<file path="config.mk">
export PLATFORM = sky130hd
export DESIGN_NAME = ajb_ctrl
export DESIGN_NICKNAME = d
export VERILOG_FILES = /design/src/ajb_pkg.sv /design/src/ajb_ctrl.sv
export SDC_FILE = /design/constraint.sdc
export NUM_CORES = 1
export LEC_CHECK = 0
export BUFFER_PORTS_ARGS = -buffer_cell sky130_fd_sc_hd__buf_2
export CAP_MARGIN = 20
export CELL_PAD_IN_SITES_DETAIL_PLACEMENT = 1
export CELL_PAD_IN_SITES_GLOBAL_PLACEMENT = 1
export CORE_ASPECT_RATIO = 1.5
export CORE_MARGIN = 1.5
export CORE_UTILIZATION = 27
export CTS_CLUSTER_DIAMETER = 50
export DETAILED_ROUTE_END_ITERATION = 7
export PLACE_DENSITY = 0.71
export SLEW_MARGIN = 10
export SYNTH_ARGS = -nofsm -noshare
export SYNTH_HDL_FRONTEND = slang
export SYNTH_SLANG_ARGS = --single-unit
</file>
<file path="constraint.sdc">
create_clock -name aclk -period 1.6 [get_ports aclk]
set_input_delay 0.08 -clock aclk [delete_from_list [all_inputs] [get_ports aclk]]
set_output_delay 0.08 -clock aclk [all_outputs]
set_load 0.01 [all_outputs]
</file>
<file path="src/ajb_pkg.sv">
package ajb_pkg;

    localparam int SLOTS       = 16;
    localparam int SLOT_W      = $clog2(SLOTS);
    localparam int MAX_PAYLOAD = 256;
    localparam int OFF_W       = $clog2(MAX_PAYLOAD);
    localparam int LEN_W       = 9;
    localparam int MAX_PULL    = 64;
    localparam int NEED_W      = 7;
    localparam int SEQ_W       = 32;
    localparam int PAY_AW      = SLOT_W + OFF_W;

    localparam int IN_TDATA_W  = 56;
    localparam int OUT_TDATA_W = 16;

    localparam logic [SEQ_W-1:0] MAX_GAP_RESET = 32'd16;

    typedef enum logic [1:0] {
        KIND_PUSH_BEGIN = 2'd0,
        KIND_PUSH_BYTE  = 2'd1,
        KIND_PULL       = 2'd2
    } kind_t;

    typedef enum logic [1:0] {
        ST_ACCEPTED  = 2'd0,
        ST_EXPIRED   = 2'd1,
        ST_DUPLICATE = 2'd2
    } status_t;

    typedef enum logic [1:0] {
        SRC_STATUS = 2'd0,
        SRC_ZERO   = 2'd1,
        SRC_LEFT   = 2'd2,
        SRC_PAY    = 2'd3
    } src_t;

    typedef struct packed {
        logic    start_push;
        logic    push_byte;
        logic    start_pull;
        logic    base_lower;
        logic    store_free;
        logic    scan_start;
        logic    scan_floor_exp;
        logic    evict;
        logic    base_from_scan;
        logic    emit;
        src_t    emit_src;
        status_t emit_status;
        logic    lo_rd;
        logic    sync_exp;
        logic    find;
        logic    pl_rd;
        logic    lc_wr;
        logic    consume;
        logic    jump;
        logic    miss;
    } cmd_t;

    typedef struct packed {
        logic started;
        logic need_zero;
        logic expired;
        logic dup;
        logic any_free;
        logic scan_busy;
        logic erased_is_base;
        logic lo_nonempty;
        logic filled_done;
        logic hit;
        logic off_lt_copy;
        logic off_lt_len;
        logic jump_ok;
        logic out_free;
    } sts_t;

    function automatic logic seq_older(input logic [SEQ_W-1:0] a, input logic [SEQ_W-1:0] b);
        logic [SEQ_W-1:0] d;
        d = a - b;
        return d[SEQ_W-1];
    endfunction

endpackage

</file>
<file path="src/ajb_ctrl.sv">
module ajb_ctrl
    import ajb_pkg::*;
(
    input  logic       aclk,
    input  logic       aresetn,
    input  logic       in_valid,
    input  logic [1:0] in_kind,
    output logic       in_ready,
    input  sts_t       sts,
    output cmd_t       cmd
);

    typedef enum logic [3:0] {
        S_IDLE,
        S_PB_CHK,
        S_PB_SCAN,
        S_PB_EVB,
        S_PB_SCAN2,
        S_ST_EMIT,
        S_LO_CHK,
        S_LO_EMIT,
        S_FIND,
        S_CP_CHK,
        S_CP_EMIT,
        S_LC_WR,
        S_MS_SCAN,
        S_Z_FILL
    } state_t;

    state_t  state_reg, state_next;
    status_t stat_reg, stat_next;
    logic    accept;

    assign in_ready = (state_reg == S_IDLE);
    assign accept   = in_valid && in_ready;

    always_comb begin
        state_next = state_reg;
        stat_next  = stat_reg;
        cmd        = '0;
        cmd.emit_status = stat_reg;
        case (state_reg)
            S_IDLE: begin
                if (accept) begin
                    case (in_kind)
                        KIND_PUSH_BEGIN: begin
                            cmd.start_push = 1'b1;
                            state_next     = S_PB_CHK;
                        end
                        KIND_PUSH_BYTE: begin
                            cmd.push_byte = 1'b1;
                        end
                        KIND_PULL: begin
                            if (!sts.need_zero) begin
                                cmd.start_pull = 1'b1;
                                state_next     = sts.started ? S_LO_CHK : S_Z_FILL;
                            end
                        end
                        default: ;
                    endcase
                end
            end
            S_PB_CHK: begin
                if (sts.expired) begin
                    stat_next  = ST_EXPIRED;
                    state_next = S_ST_EMIT;
                end else if (sts.dup) begin
                    stat_next  = ST_DUPLICATE;
                    state_next = S_ST_EMIT;
                end else if (sts.any_free) begin
                    cmd.base_lower = 1'b1;
                    cmd.store_free = 1'b1;
                    stat_next      = ST_ACCEPTED;
                    state_next     = S_ST_EMIT;
                end else begin
                    cmd.base_lower = 1'b1;
                    cmd.scan_start = 1'b1;
                    state_next     = S_PB_SCAN;
                end
            end
            S_PB_SCAN: begin
                if (!sts.scan_busy) begin
                    cmd.evict  = 1'b1;
                    state_next = S_PB_EVB;
                end
            end
            S_PB_EVB: begin
                stat_next = ST_ACCEPTED;
                if (sts.erased_is_base) begin
                    cmd.scan_start = 1'b1;
                    state_next     = S_PB_SCAN2;
                end else begin
                    state_next = S_ST_EMIT;
                end
            end
            S_PB_SCAN2: begin
                if (!sts.scan_busy) begin
                    cmd.base_from_scan = 1'b1;
                    state_next         = S_ST_EMIT;
                end
            end
            S_ST_EMIT: begin
                if (sts.out_free) begin
                    cmd.emit     = 1'b1;
                    cmd.emit_src = SRC_STATUS;
                    state_next   = S_IDLE;
                end
            end
            S_LO_CHK: begin
                if (sts.lo_nonempty && !sts.filled_done) begin
                    cmd.lo_rd  = 1'b1;
                    state_next = S_LO_EMIT;
                end else begin
                    cmd.sync_exp = 1'b1;
                    state_next   = S_FIND;
                end
            end
            S_LO_EMIT: begin
                if (sts.out_free) begin
                    cmd.emit     = 1'b1;
                    cmd.emit_src = SRC_LEFT;
                    state_next   = S_LO_CHK;
                end
            end
            S_FIND: begin
                if (sts.filled_done) begin
                    state_next = S_IDLE;
                end else if (sts.hit) begin
                    cmd.find   = 1'b1;
                    state_next = S_CP_CHK;
                end else begin
                    cmd.scan_start     = 1'b1;
                    cmd.scan_floor_exp = 1'b1;
                    state_next         = S_MS_SCAN;
                end
            end
            S_CP_CHK: begin
                if (sts.off_lt_copy) begin
                    cmd.pl_rd  = 1'b1;
                    state_next = S_CP_EMIT;
                end else if (sts.off_lt_len) begin
                    cmd.pl_rd  = 1'b1;
                    state_next = S_LC_WR;
                end else begin
                    cmd.consume = 1'b1;
                    state_next  = S_FIND;
                end
            end
            S_CP_EMIT: begin
                if (sts.out_free) begin
                    cmd.emit     = 1'b1;
                    cmd.emit_src = SRC_PAY;
                    state_next   = S_CP_CHK;
                end
            end
            S_LC_WR: begin
                cmd.lc_wr  = 1'b1;
                state_next = S_CP_CHK;
            end
            S_MS_SCAN: begin
                if (!sts.scan_busy) begin
                    if (sts.jump_ok) begin
                        cmd.jump   = 1'b1;
                        state_next = S_FIND;
                    end else begin
                        cmd.miss   = 1'b1;
                        state_next = S_Z_FILL;
                    end
                end
            end
            S_Z_FILL: begin
                if (sts.filled_done) begin
                    state_next = S_IDLE;
                end else if (sts.out_free) begin
                    cmd.emit     = 1'b1;
                    cmd.emit_src = SRC_ZERO;
                end
            end
            default: state_next = S_IDLE;
        endcase
    end

    always_ff @(posedge aclk) begin
        if (!aresetn) begin
            state_reg <= S_IDLE;
            stat_reg  <= ST_ACCEPTED;
        end else begin
            state_reg <= state_next;
            stat_reg  <= stat_next;
        end
    end

endmodule

</file>
==> flow_summary.ini <==
[logic_synthesis]
synth_top_area_frac = 0.147
yosysWarningCount = 0
ys_top_cells_by_area = dfxtp_1, nand2_1, nor2_1
synth_edf_count = 0
synth_area_per_cell_um2 = 6.84
ys_async_sr_fraction = 0
synth_area_leader_cell = dfxtp_1
syn-num-nets = 138
synth.distinct_cells = 40
synth_ff_type = dfxtp_1
ys_seq_area_frac = 0.147
ys_seq_elements = 6
syn_area_um2 = 815
synth_cells = 119

[placement]
gp_congestion = 0.887
dp_worst_setup_slack_ns = -0.199
dpl.hpwl_um = 2670
place_area_mm2 = 0.00120
port_buffers = 41

[finish]
nNetsFinal = 204
final_cell_mix = buf_2, buf_4, nor2_1
final_area_mm2 = 0.00138
n_antenna_cell = 0
drive_gt1_frac = 0.508
largest_reg_flops = 4
final_common_cell = buf_2
area_growth_syn_to_layout_pct = 69.0

[power_and_ir_drop]
p_leak_nw = 0.653
powerDensity_mw_per_mm2 = 1380
finalPower_mw = 1.91
peakVddDrop_mv = 0.640

[sta]
hold_viol = 0
clock.fmax_mhz = 582
fin_crit_ns = 1.72
clock_skew_ns = 0.00102
finalMaxSlewViolations = 0
postLayoutSetupSlackWorst_ns = -0.119
rsz0062_at_grt = yes
max_slew_margin = 0.722
finalSetupViolations = 8
post-route-period-util = 1.07
worstMarginPinSlew_ns = 0.416
fin_setup_tns_ns = -0.459

[grt]
overflow = 0
grt_pass1_wl_um = 5220
first_global_vias = 1199
grtUsageTotal = 0.206
grt_max_degree = 12
antenna_found_initial = 0

[setup_path]
cp_max_fo = 4
ff2ff_path_depth = 7
crit_path_end = state_reg[1]$_SDFFE_PN0P_
critical_path_arrival_ns = 1.87
critPathRequiredTime_ns = 1.75
start_kind = flip-flop
critPathKind = reg2reg
reg2reg_slack_ns = -0.12
r2r_end = state_reg[1]$_SDFFE_PN0P_
reg2reg_from = state_reg[2]$_SDFFE_PN0P_
cp-startpoint = state_reg[2]$_SDFFE_PN0P_
end_kind = flip-flop

[run_status]
status = finished, violations left
violations = negative setup slack

[floorplan]
die_x_um = 47.8
core-area_mm2 = 0.00288
start_util = 0.283
die-area_mm2 = 0.00336
io-pin-count = 42
num_rows = 24
die_height_um = 70.3

[clock_tree]
cts-root-buf = clkbuf_8
clk_pin_slew_ns = 0.03
cts.sinks = 6
cts_buffer_depth = 2
worstSkewPairLatency_ns = 0.22
numCtsBuffers = 3
cts_tree = yes
cts_hold_buf = 0
htreeDepth = 1

[detailed_routing]
routed_wl_um = 3360
ant_nets = 0
dr.pass1.iters = 4
drt-vias-per-instance = 5.24
routedWlPerCell_um = 15.1
route.detailed.drc = 0
drt-initial-drc-count = 20
vias = 1164

[job]
cap_viol_max_count = 0

[worst_hold_path]
hp-start = aresetn
hp-class = in2reg
cells by family after synthesis:
logic type	share of synthesized area
AO/OA/AOI/OAI	0.240
buffers and inverters	0.0922
flip-flops	0.147
multiplexers	0.0123
AND/OR/NAND/NOR	0.508
cells in the mapped netlist, types with 2 or more instances:
library cell and count:
nand3b_1 3, and3_1 2, buf_6 2, nand2b_1 7, a21oi_1 8, nor2_1 13, a22o_1 3, clkbuf_1 3
o22ai_1 2, inv_1 4, or4b_1 2, o32ai_1 2, nor4_1 3, nor2b_1 4, o21ai_0 4, dfxtp_1 6
buf_2 3, o211ai_1 2, nor3b_1 3, and2_1 2, nand2_1 13, nand3_1 3, nor4b_1 2, nor3_1 7
layout make-up:
cell class                 instances  area, µm²
sequential                         6        133
inverter                           5       18.8
clock buffer                       3       41.3
tap                               39       48.8
timing repair buffer              70        442
fill                             398       1510
multi-input combinational         99        693
stage by stage:
| step | cells | hold WS, ns | utilization |
|---|---|---|---|
| final | 222 | 0.135 | 0.477 |
| after global placement | 214 | 0.357 | 0.415 |
| after CTS | 222 | 0.134 | 0.460 |
| after floorplan | 119 | 0.196 | - |
| after global routing | 222 | 0.140 | 0.477 |
| after detailed placement | 214 | 0.350 | 0.415 |
metal layers:
metal	global-route usage	up-vias	wire length (µm)
met2	0.376	34	1920
met4	0.0330	0	29
met1	0.244	559	1310
met3	0.0233	2	103
met5	0	-	0
li1	-	569	-
worst min-delay path by stage:
stage | endpoint | slack [ns] | cells after the start
floorplan | cmd[18] | 0.20 | 1
global placement | state_reg[3]$_SDFFE_PN0P_ | 0.36 | 2
detailed placement | state_reg[3]$_SDFFE_PN0P_ | 0.35 | 2
CTS | state_reg[3]$_SDFFE_PN0P_ | 0.13 | 2
global route | state_reg[3]$_SDFFE_PN0P_ | 0.14 | 2
finish | state_reg[3]$_SDFFE_PN0P_ | 0.13 | 2
power breakdown:
part | switching (mW) | total [mW] | internal [mW]
Sequential | 0.0758 | 0.284 | 0.208
Combinational | 0.696 | 1.41 | 0.709
Clock | 0.0561 | 0.217 | 0.161
Total | 0.828 | 1.91 | 1.08
worst max-delay path, cell delays in order (launching register included):
cell and delay, ns:
dfxtp_4 0.35, buf_6 0.13, nor4_4 0.29, buf_4 0.15, a222oi_1 0.05, buf_4 0.16, o2bb2ai_1 0.29, a22o_1 0.21
what timing repair did:
action | in CTS | in global routing
pin swaps | 4 | 7
gates resized for setup | 15 | 12
setup endpoints to repair | 21 | 14
hold endpoints to repair | 0 | 0
gates cloned | 0 | 0
buffers inserted | 5 | 0
Power figures use the tool's default switching activity.
